==> src/rtl/core/blm_pkg.sv <==
package blm_pkg;

    localparam int SAMPLE_W = 12;
    localparam int SUM_W    = 18;
    localparam int VOLT_W   = 12;
    localparam int CHARGE_W = 11;
    localparam int FILT_W   = 8;
    localparam int CFG_IDX_W = 2;

    // centivolts = floor(mean * 495 / 512)
    localparam int VOLT_MUL_W = 9;
    localparam logic [VOLT_MUL_W-1:0] VOLT_MUL = 9'd495;
    localparam int VOLT_SHIFT = 9;

    // floor(x / 3) = (x * 2731) >> 13 for x < 8192
    localparam int DIV3_MUL_W = 12;
    localparam logic [DIV3_MUL_W-1:0] DIV3_MUL = 12'd2731;
    localparam int DIV3_SHIFT = 13;

    localparam logic [CFG_IDX_W-1:0] REG_WARNING_LEVEL = 2'd0;
    localparam logic [CFG_IDX_W-1:0] REG_BASE_LEVEL    = 2'd1;
    localparam logic [CFG_IDX_W-1:0] REG_FILTER_COUNT  = 2'd2;

    localparam logic [VOLT_W-1:0] WARNING_RESET = 12'd1100;
    localparam logic [VOLT_W-1:0] BASE_RESET    = 12'd1000;
    localparam logic [FILT_W-1:0] FILTER_RESET  = 8'd3;

    typedef struct packed {
        logic [VOLT_W-1:0] warning_level;
        logic [VOLT_W-1:0] base_level;
        logic [FILT_W-1:0] filter_count;
    } t_cfg;

    typedef struct packed {
        logic [VOLT_W-1:0]   voltage_centivolts;
        logic [CHARGE_W-1:0] remaining_charge;
        logic                low_battery;
    } t_result;

endpackage

==> src/rtl/core/blm_accum.sv <==
module blm_accum
    import blm_pkg::*;
#(
    parameter int SAMPLES_PER_READING = 50
) (
    input  logic                i_clk,
    input  logic                i_rst_n,
    input  logic                i_valid,
    output logic                o_ready,
    input  logic [SAMPLE_W-1:0] i_sample,
    output logic                o_valid,
    input  logic                i_ready,
    output logic [SUM_W-1:0]    o_sum
);

    localparam int IDX_W = 6;
    localparam logic [IDX_W-1:0] LAST_IDX = IDX_W'(SAMPLES_PER_READING - 1);

    logic [SUM_W-1:0] r_sum, n_sum;
    logic [IDX_W-1:0] r_index;
    logic [SUM_W-1:0] r_block_sum;
    logic             r_block_valid;
    logic             w_last, w_take;

    assign w_last  = (r_index == LAST_IDX);
    // only the last sample of a block needs room in the block register
    assign o_ready = !w_last || !r_block_valid || i_ready;
    assign w_take  = i_valid && o_ready;
    assign n_sum   = r_sum + SUM_W'(i_sample);

    always_ff @(posedge i_clk) begin
        if (!i_rst_n) begin
            r_sum         <= '0;
            r_index       <= '0;
            r_block_valid <= 1'b0;
        end else begin
            if (r_block_valid && i_ready) begin
                r_block_valid <= 1'b0;
            end
            if (w_take) begin
                if (w_last) begin
                    r_sum         <= '0;
                    r_index       <= '0;
                    r_block_valid <= 1'b1;
                end else begin
                    r_sum   <= n_sum;
                    r_index <= r_index + 1'b1;
                end
            end
        end
    end

    always_ff @(posedge i_clk) begin
        if (w_take && w_last) begin
            r_block_sum <= n_sum;
        end
    end

    assign o_valid = r_block_valid;
    assign o_sum   = r_block_sum;

endmodule

==> src/rtl/core/blm_scale.sv <==
module blm_scale
    import blm_pkg::*;
#(
    parameter int SAMPLES_PER_READING = 50
) (
    input  logic              i_clk,
    input  logic              i_rst_n,
    input  logic              i_valid,
    output logic              o_ready,
    input  logic [SUM_W-1:0]  i_sum,
    output logic              o_valid,
    input  logic              i_ready,
    output logic [VOLT_W-1:0] o_volts
);

    // floor(sum / N) as (sum * ceil(2^K / N)) >> K, exact for any 18-bit sum
    localparam int RECIP_SHIFT = SUM_W + 7;
    localparam int RECIP_W     = RECIP_SHIFT + 1;
    localparam logic [RECIP_W-1:0] RECIP =
        RECIP_W'(((64'd1 << RECIP_SHIFT) + SAMPLES_PER_READING - 1) / SAMPLES_PER_READING);
    localparam int PROD_W  = SUM_W + RECIP_W;
    localparam int VPROD_W = SUM_W + VOLT_MUL_W;

    logic               r_mean_valid, r_volt_valid;
    logic [SUM_W-1:0]   r_mean;
    logic [VOLT_W-1:0]  r_volts;
    logic [PROD_W-1:0]  w_mean_prod;
    logic [VPROD_W-1:0] w_volt_prod;
    logic               w_volt_ready, w_mean_ready;

    assign w_volt_ready = !r_volt_valid || i_ready;
    assign w_mean_ready = !r_mean_valid || w_volt_ready;
    assign o_ready      = w_mean_ready;

    assign w_mean_prod = PROD_W'(i_sum) * PROD_W'(RECIP);
    assign w_volt_prod = VPROD_W'(r_mean) * VPROD_W'(VOLT_MUL);

    always_ff @(posedge i_clk) begin
        if (!i_rst_n) begin
            r_mean_valid <= 1'b0;
            r_volt_valid <= 1'b0;
        end else begin
            if (w_mean_ready) begin
                r_mean_valid <= i_valid;
            end
            if (w_volt_ready) begin
                r_volt_valid <= r_mean_valid;
            end
        end
    end

    always_ff @(posedge i_clk) begin
        if (w_mean_ready && i_valid) begin
            r_mean <= w_mean_prod[RECIP_SHIFT +: SUM_W];
        end
        if (w_volt_ready && r_mean_valid) begin
            r_volts <= w_volt_prod[VOLT_SHIFT +: VOLT_W];
        end
    end

    assign o_valid = r_volt_valid;
    assign o_volts = r_volts;

endmodule

==> src/rtl/core/blm_status.sv <==
module blm_status
    import blm_pkg::*;
(
    input  logic              i_clk,
    input  logic              i_rst_n,
    input  t_cfg              i_cfg,
    input  logic              i_valid,
    output logic              o_ready,
    input  logic [VOLT_W-1:0] i_volts,
    output logic              o_valid,
    input  logic              i_ready,
    output t_result           o_result
);

    localparam int CPROD_W = VOLT_W + DIV3_MUL_W;

    logic              r_out_valid;
    t_result           r_result;
    logic [FILT_W-1:0] r_low_run, r_normal_run, n_low_run, n_normal_run;
    logic              r_fault, n_fault;
    logic [VOLT_W-1:0] w_diff;
    logic [CPROD_W-1:0] w_charge_prod;
    logic [CHARGE_W-1:0] w_charge;
    logic              w_below_base, w_low, w_take;
    logic [FILT_W-1:0] w_low_inc, w_normal_inc;

    assign o_ready = !r_out_valid || i_ready;
    assign w_take  = i_valid && o_ready;

    assign w_below_base  = (i_volts < i_cfg.base_level);
    assign w_diff        = i_volts - i_cfg.base_level;
    assign w_charge_prod = CPROD_W'(w_diff) * CPROD_W'(DIV3_MUL);
    assign w_charge      = w_below_base ? '0 : w_charge_prod[DIV3_SHIFT +: CHARGE_W];

    assign w_low        = (i_volts < i_cfg.warning_level);
    assign w_low_inc    = r_low_run + 1'b1;
    assign w_normal_inc = r_normal_run + 1'b1;

    always_comb begin
        n_low_run    = r_low_run;
        n_normal_run = r_normal_run;
        n_fault      = r_fault;
        if (w_low) begin
            n_normal_run = '0;
            n_low_run    = w_low_inc;
            if (w_low_inc > i_cfg.filter_count) begin
                n_fault   = 1'b1;
                n_low_run = '0;
            end
        end else begin
            n_low_run    = '0;
            n_normal_run = w_normal_inc;
            if (w_normal_inc > i_cfg.filter_count) begin
                n_fault      = 1'b0;
                n_normal_run = '0;
            end
        end
    end

    always_ff @(posedge i_clk) begin
        if (!i_rst_n) begin
            r_out_valid  <= 1'b0;
            r_low_run    <= '0;
            r_normal_run <= '0;
            r_fault      <= 1'b0;
        end else begin
            if (o_ready) begin
                r_out_valid <= i_valid;
            end
            if (w_take) begin
                r_low_run    <= n_low_run;
                r_normal_run <= n_normal_run;
                r_fault      <= n_fault;
            end
        end
    end

    always_ff @(posedge i_clk) begin
        if (w_take) begin
            r_result.voltage_centivolts <= i_volts;
            r_result.remaining_charge   <= w_charge;
            r_result.low_battery        <= n_fault;
        end
    end

    assign o_valid  = r_out_valid;
    assign o_result = r_result;

endmodule

==> src/rtl/core/battery_level_monitor.sv <==
// channel   | direction | handshake                     | payload
// ----------+-----------+-------------------------------+-------------------------------------
// s_axis    | in        | s_axis_tvalid / s_axis_tready | tdata: sample
// m_axis    | out       | m_axis_tvalid / m_axis_tready | tdata: voltage, charge; tuser: flag
// cfg       | in        | i_cfg_valid / o_cfg_ready     | i_cfg_index, i_cfg_data
//
// one sample is taken per cycle while s_axis_tready is high; a reading leaves three register
// stages after the last sample of its block (block sum, mean, centivolts), then the output register.
// i_rst_n is synchronous and clears sum, sample count, debounce state, valid flags and config registers.
// a stalled m_axis fills the stages; s_axis keeps accepting samples until the
// last sample of a block finds the block register still occupied.
module battery_level_monitor
    import blm_pkg::*;
#(
    parameter int SAMPLES_PER_READING = 50
) (
    input  logic                 i_clk,
    input  logic                 i_rst_n,
    input  logic                 s_axis_tvalid,
    output logic                 s_axis_tready,
    input  logic [15:0]          s_axis_tdata,  // [11:0] sample
    output logic                 m_axis_tvalid,
    input  logic                 m_axis_tready,
    output logic [23:0]          m_axis_tdata,  // [11:0] voltage_centivolts, [22:12] remaining_charge
    output logic                 m_axis_tuser,  // [0] low_battery
    input  logic                 i_cfg_valid,
    output logic                 o_cfg_ready,
    input  logic [CFG_IDX_W-1:0] i_cfg_index,
    input  logic [VOLT_W-1:0]    i_cfg_data
);

    t_cfg              r_cfg;
    logic              w_sum_valid, w_sum_ready, w_volt_valid, w_volt_ready;
    logic [SUM_W-1:0]  w_sum;
    logic [VOLT_W-1:0] w_volts;
    t_result           w_result;

    assign o_cfg_ready = 1'b1;

    always_ff @(posedge i_clk) begin
        if (!i_rst_n) begin
            r_cfg.warning_level <= WARNING_RESET;
            r_cfg.base_level    <= BASE_RESET;
            r_cfg.filter_count  <= FILTER_RESET;
        end else if (i_cfg_valid) begin
            case (i_cfg_index)
                REG_WARNING_LEVEL: r_cfg.warning_level <= i_cfg_data;
                REG_BASE_LEVEL:    r_cfg.base_level    <= i_cfg_data;
                REG_FILTER_COUNT:  r_cfg.filter_count  <= i_cfg_data[FILT_W-1:0];
                default: ;
            endcase
        end
    end

    blm_accum #(
        .SAMPLES_PER_READING(SAMPLES_PER_READING)
    ) u_accum (
        .i_clk    (i_clk),
        .i_rst_n  (i_rst_n),
        .i_valid  (s_axis_tvalid),
        .o_ready  (s_axis_tready),
        .i_sample (s_axis_tdata[SAMPLE_W-1:0]),
        .o_valid  (w_sum_valid),
        .i_ready  (w_sum_ready),
        .o_sum    (w_sum)
    );

    blm_scale #(
        .SAMPLES_PER_READING(SAMPLES_PER_READING)
    ) u_scale (
        .i_clk   (i_clk),
        .i_rst_n (i_rst_n),
        .i_valid (w_sum_valid),
        .o_ready (w_sum_ready),
        .i_sum   (w_sum),
        .o_valid (w_volt_valid),
        .i_ready (w_volt_ready),
        .o_volts (w_volts)
    );

    blm_status u_status (
        .i_clk    (i_clk),
        .i_rst_n  (i_rst_n),
        .i_cfg    (r_cfg),
        .i_valid  (w_volt_valid),
        .o_ready  (w_volt_ready),
        .i_volts  (w_volts),
        .o_valid  (m_axis_tvalid),
        .i_ready  (m_axis_tready),
        .o_result (w_result)
    );

    assign m_axis_tdata = {1'b0, w_result.remaining_charge, w_result.voltage_centivolts};
    assign m_axis_tuser = w_result.low_battery;

endmodule
==> config.mk <==
export PLATFORM = sky130hd
export DESIGN_NAME = battery_level_monitor
export DESIGN_NICKNAME = d
export VERILOG_FILES = /design/src/rtl/core/blm_pkg.sv /design/src/rtl/core/blm_accum.sv /design/src/rtl/core/blm_scale.sv /design/src/rtl/core/blm_status.sv /design/src/rtl/core/battery_level_monitor.sv
export SDC_FILE = /design/constraint.sdc
export NUM_CORES = 1
export LEC_CHECK = 0
export BUFFER_PORTS_ARGS = -buffer_cell sky130_fd_sc_hd__buf_4
export CORE_UTILIZATION = 29
export DETAILED_ROUTE_END_ITERATION = 8
export HOLD_SLACK_MARGIN = 0.03
export SLEW_MARGIN = 20
export SYNTH_ARGS = -nofsm -noshare
export SYNTH_HDL_FRONTEND = slang
export SYNTH_SLANG_ARGS = --single-unit
==> constraint.sdc <==
create_clock -name i_clk -period 19 [get_ports i_clk]
set_input_delay 0.95 -clock i_clk [delete_from_list [all_inputs] [get_ports i_clk]]
set_output_delay 0.95 -clock i_clk [all_outputs]
set_load 0.03 [all_outputs]
Yosys cells after proc, flatten, opt, wreduce, memory -nomap -nowiden --
Cells that the tools add are included.
Operators by class: add/sub/neg operators 5, multipliers 3, magnitude comparators 4, equality and inequality tests 3, muxes and demuxes 12, reduce and logical (&&, ||, !) cells 19
Operators with widths (number):
- $mul 18x20->38 const B | 1
- $mux 8 | 4
- $lt 12x12->1 | 2
- $mul 12x12->24 const B | 1
- $mul 13x9->21 const B | 1
- $add 18x12->18 | 1
- $mux 18 | 1
- $add 8x1->8 const B | 2
- $gt 8x8->1 | 2
- $sub 12x12->12 | 1
- $add 6x1->6 const B | 1
- $eq 6x6->1 const B | 1
- $mux 1 | 6
- $mux 6 | 1
- $reduce_and 2->1 | 3
- $logic_and 1x1->1 | 5
- $logic_not 1->1 | 5
- $logic_or 1x1->1 | 5
- $eq 2x1->1 const B | 1
- $eq 2x2->1 const B | 1
- $logic_not 2->1 | 1
Storage, ports and cells: flip-flop bits (word level) 144, logic and storage cells 64

Logic depth before layout (Yosys ltp) --
Gate-level depths: netlist of the first run.
depth after elaboration 8, gate-level depth with buffers 28, mapped depth without buffers 27

By module --
Synthesis of the first run repeated with hierarchy kept, for this count alone.
Second synthesis, totals: cell total of the unflattened synthesis 1851, area total of the unflattened synthesis 18218.7 sq um
By module, submodules not included:
- blm_scale | times used 1, cells an instance 886, area each 9049.9 sq um, seq. area each 790.8 sq um
- blm_status | times used 1, cells an instance 611, area each 5614.1 sq um, seq. area each 1081.0 sq um
- blm_accum | times used 1, cells an instance 215, area each 2214.6 sq um, seq. area each 1041.0 sq um
- battery_level_monitor | times used 1, cells an instance 139, area each 1340.0 sq um, seq. area each 640.6 sq um

Worst setup path after synthesis of the first run --
Ideal clock, no wire load.
kind register to register, start register u_scale.r_volts[0], in the netlist u_scale.o_volts[0], end register u_status.r_result, in the netlist u_status.o_result[11], data pin, data arrival time 6053 ps, required time 18862 ps, slack 12809 ps, stages on the path, launching flop included 27, cell sequence edfxtp_1 > inv_1 > ha_1 > inv_1 > fa_1 > a211oi_1 > o21bai_2 > a2111oi_4 > o21ai_2 > and2_1 > buf_2 > o311ai_2 > xnor2_1 > ha_1 > fa_1 > fa_1 > inv_1 > fa_1 > inv_1 > ha_1 > nand2_1 > o21ai_0 > a221o_1 > a21o_1 > a221oi_1 > xnor3_1 > nor2_1
Between the ends: cells in the longest elaborated chain, start to end 2
RTL lines:
- start, declared | line blm_scale.sv:26 | logic [VOLT_W-1:0] r_volts;
- start signal, assigned | line blm_scale.sv:57 | r_volts <= w_volt_prod[VOLT_SHIFT +: VOLT_W];
- $sub 12x12->12 | line blm_status.sv:31 | assign w_diff = i_volts - i_cfg.base_level;
- $mul 12x12->24 | line blm_status.sv:32 | assign w_charge_prod = CPROD_W'(w_diff) * CPROD_W'(DIV3_MUL);
- end, declared | line blm_status.sv:18 | t_result r_result;
Parallel ways exist; a longest one is shown, timed or not. A chain may end at the register's enable or synchronous reset.

Worst setup path after layout of the first run --
start register u_scale.r_volts[1], in the netlist u_scale.o_volts[1], end register u_status.r_result, in the netlist u_status.o_result[11], data pin
Same word-level chain as after synthesis.

==> run_results.csv, run 1 <==
group,metric,value,unit
worst_setup_path,cp_slowest_stage_delay,540,ps
power_and_ir_drop,p_switching,0.4887,mW
sta,fin_hold_ws,473.8,ps
yosys,syn_inst,1844,
finish,final_area,0.02008,mm²
placement,place_hpwl,32150,µm
drt,wl,38260,µm
placement,io_buffers,56,
sta,fin_ws,12080,ps
worst_setup_path,cpMostUsedCell,"inv_1",
worst_setup_path,cp_max_fo,7,
global_routing,grt_use_total,12.78,%
sta,final_hold_viol_count,0,
worst_setup_path,cp_slowest_cell,"xor2_1",
yosys,synth-main-ff-cell,"dfxtp_1",
placement,dpl_cell_area,0.01948,mm²
placement,place_ws,12110,ps
yosys,synth_area_per_cell,9.811,µm²
drt,drtAntennaViolNets,0,
drt,drtIter0Drc,618,
yosys,synth_seq_cells,144,
yosys,syn_area,0.01809,mm²
clock_network,cts_made_buffers,17,
clock_network,cts_tree,"yes",
placement,place_congestion,0.8601,
drt,detail_route.vias_per_cell,4.607,
global_routing,grt_pass1_vias,13182,
clock_network,cts_hold_buffers,0,
sta,tightest_slew,1081,ps
clock_network,clock_latency,450,ps
sta,rsz0062_at_grt,"false",
drt,wl_per_cell,13.94,µm
global_routing,grt_max_degree,84,
drt,drc_errors,0,
finish,n_fill_cell,6367,
sta,setup_viol,0,
finish,n_antenna_cell,0,
power_and_ir_drop,pwr-share-comb,45.5,%
finish,layout.nets,2464,
drt,via_count,12645,
clock_network,cts.reportedPaths.clkPinSlew,70,ps
clock_network,cts_sinks,144,
finish,fin_cells,2745,
worst_setup_path,reg2reg_from,"u_scale.o_volts[1]",
worst_setup_path,cp.required,19170,ps
power_and_ir_drop,p_total,1.276,mW
power_and_ir_drop,leakagePower,9.641,nW
clock_network,h-tree-depth,4,
finish,postLayoutCoreUtil,32.54,%
worst_setup_path,crit_path_end_kind,"register",
global_routing,antenna_found_initial,0,
power_and_ir_drop,seqPwrFrac,27.3,%
power_and_ir_drop,irDropWorstVdd,77.94,µV
floorplanning,die-area,0.06339,mm²
worst_setup_path,cp.arrival,7090,ps
placement,dp_cells,2713,
sta,fin_crit_sh,36.44,%
worst_setup_path,startpoint,"u_scale.o_volts[1]",
sta,fin_tns_setup,0,ps
worst_setup_path,start_kind,"register",
floorplanning,die_x,251.8,µm
floorplanning,initial_core_util,29.32,%
sta,fin_crit,6923,ps
global_routing,grt-ovfl-total,0,
flow_run,max_cap_viol_count,0,
status,status,"finished, final reports clean",
power_and_ir_drop,internal_power,0.7877,mW
yosys,synth-edff-count,67,
min_path,min_path_cells,2,
yosys,syn_nets,2413,
yosys,synthArstFlopShare,0,%
finish,area_delta_synth_final,10.98,%
yosys,yosys_warnings,0,
sta,fin_skew,16.48,ps
floorplanning,num_io_pins,63,
power_and_ir_drop,pwr-share-clk,27.2,%
finish,mostFrequentLayoutCell,"inv_1",
clock_network,clockRootBuffer,"clkbuf_16",
clock_network,clockBufferDepth,2,
floorplanning,core_area,0.06171,mm²
floorplanning,die_h,251.8,µm
finish,layout_common_cells,"inv_1, ha_1, fa_1",
yosys,ys_seq_area_share,19.64,%
sta,maxSlewViolCount,0,
power_and_ir_drop,p_per_area,63.57,mW/mm²
floorplanning,num_rows,91,
worst_setup_path,path_cells,"ha_1, nor2b_1, o31a_2, o221a_2, nor2_1, o21ai_2, xor2_1, xor2_1, ha_1, inv_1, fa_1, inv_1, fa_1, inv_1, fa_1, inv_1, ha_1, a21oi_1, o21ai_0, a221o_1, a21o_1, a221oi_1, xnor3_1, nor2_1",
global_routing,grt_pass1_wl,65550,µm
power_and_ir_drop,power.switching_fraction,38.29,%
worst_setup_path,reg2regPathDepth,24,
min_path,worstHoldStart,"r_cfg[24]",
worst_setup_path,path_class,"register to register",
drt,dr.pass1.iters,7,
sta,max_freq,0.1444,GHz
yosys,yosysUniqueCellTypes,79,
sta,slew_headroom,27.94,%
clock_network,cts_resized,0,
min_path,min_path_type,"register to register",
finish,layout-drive-gt1-share,6.342,%
clock_network,post_cts_buffers,0,
critical path, delay by kind of cell, from the launching register on:
family,cells,cell delay [ps]
compound gates,8,2000
xor+xnor,3,950
fa+ha+maj,6,2540
buf+inv,4,210
flops,1,510
simple gates,3,430
flip-flops by register name, summed over array words and instances, names as in the netlist:
register and cells:
r_cfg 32, u_accum.o_sum 18, u_accum.o_valid 1, u_accum.r_index 6, u_accum.r_sum 18, u_scale.o_valid 1, u_scale.o_volts 12, u_scale.r_mean 13
u_scale.r_mean_valid 1, u_status.o_result 24, u_status.o_valid 1, u_status.r_fault 1, u_status.r_low_run 8, u_status.r_normal_run 8
power groups by stage:
stage | registers, mW | clock network, mW | logic, mW
floorplan | 0.354 | 0 | 0.456
global placement | 0.355 | 0 | 0.574
detailed placement | 0.355 | 0 | 0.579
CTS | 0.348 | 0.356 | 0.586
global route | 0.349 | 0.369 | 0.668
finish | 0.348 | 0.347 | 0.581
final cells by class:
class                           count  area (µm²)  area share (%)
Clock buffer                       19       454.2           2.262
Timing Repair Buffer               62       465.4           2.318
Clock inverter                     13       145.1          0.7228
Tap cell                          837        1047           5.216
Multi-Input combinational cell   1259       12870           64.10
Sequential cell                   144        3553           17.70
Inverter                          411        1543           7.683
final timing paths:
check | slack (ps) | end
hold reg to reg | 470 | r_cfg[24]
setup / recovery | 12080 | u_status.o_result[11]
setup reg to reg | 12080 | u_status.o_result[11]
hold / removal | 470 | r_cfg[24]
synthesized netlist by cell type, types with 10 or more instances:
cell type  instances  area, µm²
xnor2_1           57      499.2
xor2_1            34      297.8
nor2b_1           25      156.4
and2_1            17      106.4
o21a_1            22      165.2
a21boi_0          19      142.6
nand4b_1          10      87.58
o31ai_1           10      75.07
and3_1            12      75.07
inv_1            411       1543
o21ai_0           45      225.2
a21o_1            31      232.7
nand2b_1          14      87.58
nand2_1           93      349.1
nand3_1           17      85.08
dfxtp_1           77       1541
a211oi_1          16      120.1
a21oi_1           71      355.3
o211ai_1          17      127.6
edfxtp_1          67       2012
clkbuf_1          22      82.58
nor2_1            65      244.0
fa_1             205       4104
nor3_1            12      60.06
ha_1             329       4116
nand4_1           16      100.1
logic make-up (layout without fill, tap and decap cells):
| family | Yosys count | count (layout) | share of synthesized area [%] |
|---|---|---|---|
| buffers and inverters | 441 | 505 | 9.232 |
| DFF | 144 | 144 | 19.64 |
| and+or+nand+nor | 316 | 316 | 8.921 |
| muxes | 8 | 8 | 0.4426 |
| xor gates and xnor gates | 92 | 92 | 4.530 |
| adders and majority gates | 534 | 534 | 45.44 |
| other | 2 | 2 | 0.04151 |
| AOI/OAI and AO/OA | 307 | 307 | 11.76 |
metal layers:
layer,wire (µm),global-route usage (%),part of all wire [%],vias up
met1,18260,17.33,48,6205
met3,1376,1.981,3.6,21
met2,18170,21.44,47,206
met5,0,0,0,-
li1,-,-,-,6213
met4,463,2.632,1.2,0
Note: power is estimated with default switching activity, not from simulation.
==> run 2, diff against run 1 <==
==> constraint.sdc (replaced) <==
create_clock -name i_clk -period 5.6 [get_ports i_clk]
set_input_delay 0.28 -clock i_clk [delete_from_list [all_inputs] [get_ports i_clk]]
set_output_delay 0.28 -clock i_clk [all_outputs]
set_load 0.03 [all_outputs]
==> run 2 against run 1 <==
  * The run now ends with setup timing left
  * Register-to-register slack worse by 13000 ps
  * Non-clock buffer count up 223
  * Power rose to 4.5 times the previous value
  * Final area up 13%
  * Wire length up 11%
  * Largest power group unchanged
  * Worst setup slack worse by 13000 ps
  * Die area unchanged
  * Clock-buffer cell count down 2
==> run_results.csv, run 2 (synthesis results as in run 1) <==
group,metric,value,unit
global_routing,grt_max_degree,84,
floorplanning,core_area,0.06171,mm²
status,status,"complete, but fails checks",
drt,drtAntennaViolNets,0,
power_and_ir_drop,p_per_area,253.9,mW/mm²
placement,place_hpwl,35370,µm
min_path,min_path_type,"primary input to register",
floorplanning,initial_core_util,29.32,%
clock_network,clock_latency,470,ps
drt,wl_per_cell,14.35,µm
global_routing,grt_pass1_wl,72190,µm
clock_network,h-tree-depth,4,
placement,dp_cells,2884,
finish,n_antenna_cell,0,
placement,dpl_cell_area,0.02100,mm²
worst_setup_path,cp_max_fo,3,
finish,mostFrequentLayoutCell,"inv_1",
sta,fin_ws,-659.7,ps
drt,detail_route.vias_per_cell,4.541,
worst_setup_path,cp.required,5920,ps
global_routing,grt-ovfl-total,0,
finish,layout-drive-gt1-share,21.68,%
sta,fin_skew,23.03,ps
finish,multiInputGateArea,0.01365,mm²
placement,io_buffers,56,
sta,fin_crit_sh,111.8,%
placement,place_congestion,0.8839,
finish,final_area,0.02259,mm²
sta,maxSlewViolCount,0,
drt,drc_errors,0,
sta,max_freq,0.1598,GHz
status,violations,"setup timing",
floorplanning,die_x,251.8,µm
finish,fin_cells,2968,
power_and_ir_drop,irDropWorstVdd,424.4,µV
sta,fin_hold_ws,64.87,ps
clock_network,cts_sinks,144,
worst_setup_path,cpMostUsedCell,"inv_2",
clock_network,cts.reportedPaths.clkPinSlew,70,ps
sta,fin_tns_setup,-6303,ps
worst_setup_path,start_kind,"register",
clock_network,clockBufferDepth,2,
worst_setup_path,cp_slowest_stage_delay,540,ps
floorplanning,die_h,251.8,µm
finish,top_register,"r_cfg",
sta,setup_viol,19,
clock_network,cts_hold_buffers,0,
flow_run,max_cap_viol_count,0,
drt,dr.pass1.iters,5,
floorplanning,num_rows,91,
global_routing,grt_use_total,14.17,%
sta,rsz0062_at_grt,"true",
finish,layout.nets,2687,
floorplanning,num_io_pins,63,
finish,layout_common_cells,"inv_1, ha_1, buf_4",
power_and_ir_drop,leakagePower,10.92,nW
worst_setup_path,cp.arrival,6580,ps
sta,fin_crit,6260,ps
global_routing,antenna_found_initial,1,
worst_setup_path,cp_slowest_cell,"fa_1",
worst_setup_path,path_class,"register to register",
finish,largest_reg_flops,32,
sta,tightest_slew,1178,ps
sta,slew_headroom,20.77,%
placement,place_ws,-620.6,ps
worst_setup_path,crit_path_end_kind,"register",
clock_network,clockRootBuffer,"clkbuf_16",
drt,via_count,13479,
drt,drtIter0Drc,538,
finish,n_fill_cell,6139,
sta,final_hold_viol_count,0,
global_routing,grt_pass1_vias,14759,
clock_network,cts_made_buffers,17,
clock_network,cts_tree,"yes",
floorplanning,die-area,0.06339,mm²
finish,area_delta_synth_final,24.87,%
finish,seqCellArea,0.003553,mm²
drt,wl,42590,µm
## run 2: worst paths after layout
path                                    startpoint               endpoint  slack (ps)  depth (start not counted)
worst max register to register  u_scale.o_volts[0]  u_status.o_result[11]        -660                         26
worst min-delay path                 i_cfg_data[9]              r_cfg[17]          60                          3
worst max-delay path            u_scale.o_volts[0]  u_status.o_result[11]        -660                         26
worst min register to register           r_cfg[25]              r_cfg[25]         470                          2
## run 2: worst max-delay path, delay by kind of cell, from the launching register on
| kind | cells | cell delay (ps) |
|---|---|---|
| buffers and inverters | 5 | 370 |
| flip-flops | 1 | 390 |
| XOR/XNOR | 2 | 360 |
| AND/OR/NAND/NOR | 4 | 660 |
| adder cells (fa/ha/maj) | 7 | 2640 |
| AO/OA/AOI/OAI | 8 | 1690 |
## run 2: per-layer routing
layer / GRT usage [%] / routed length, µm / vias up
li1: - / - / 6664
met1: 16.77 / 18730 / 6565
met2: 25.68 / 21590 / 184
met3: 2.249 / 1177 / 66
met4: 5.177 / 1098 / 0
met5: 0 / 0 / -
## run 2: power by group
part	leakage [nW]	internal [mW]	switching, mW
Sequential	1.23	1.17	0.0124
Combinational	9.41	1.68	1.74
Clock	0.283	0.623	0.517
Total	10.9	3.47	2.27
## run 2: what timing repair did
item	4_1_cts	5_1_grt
setup endpoints to repair	23	23
setup buffers	46	16
pin swaps	60	58
gates cloned	1	0
gates resized for setup	77	54
## run 2: area by class of cell
cell class / count / area share [%]
inverter: 411 / 6.829
multi-input combinational: 1259 / 60.44
clock inverter: 15 / 0.6757
sequential: 144 / 15.73
clock buffer: 17 / 1.883
tap: 837 / 4.636
timing repair buffer: 285 / 9.808
## run 2: per-stage QoR
stage          util, %  power, mW
2_1_floorplan        -      2.941
3_3_place_gp     34.02      3.685
3_5_place_dp     34.02      3.754
4_1_cts          36.12      5.434
5_1_grt          36.61      6.162
6_report         36.61      5.735
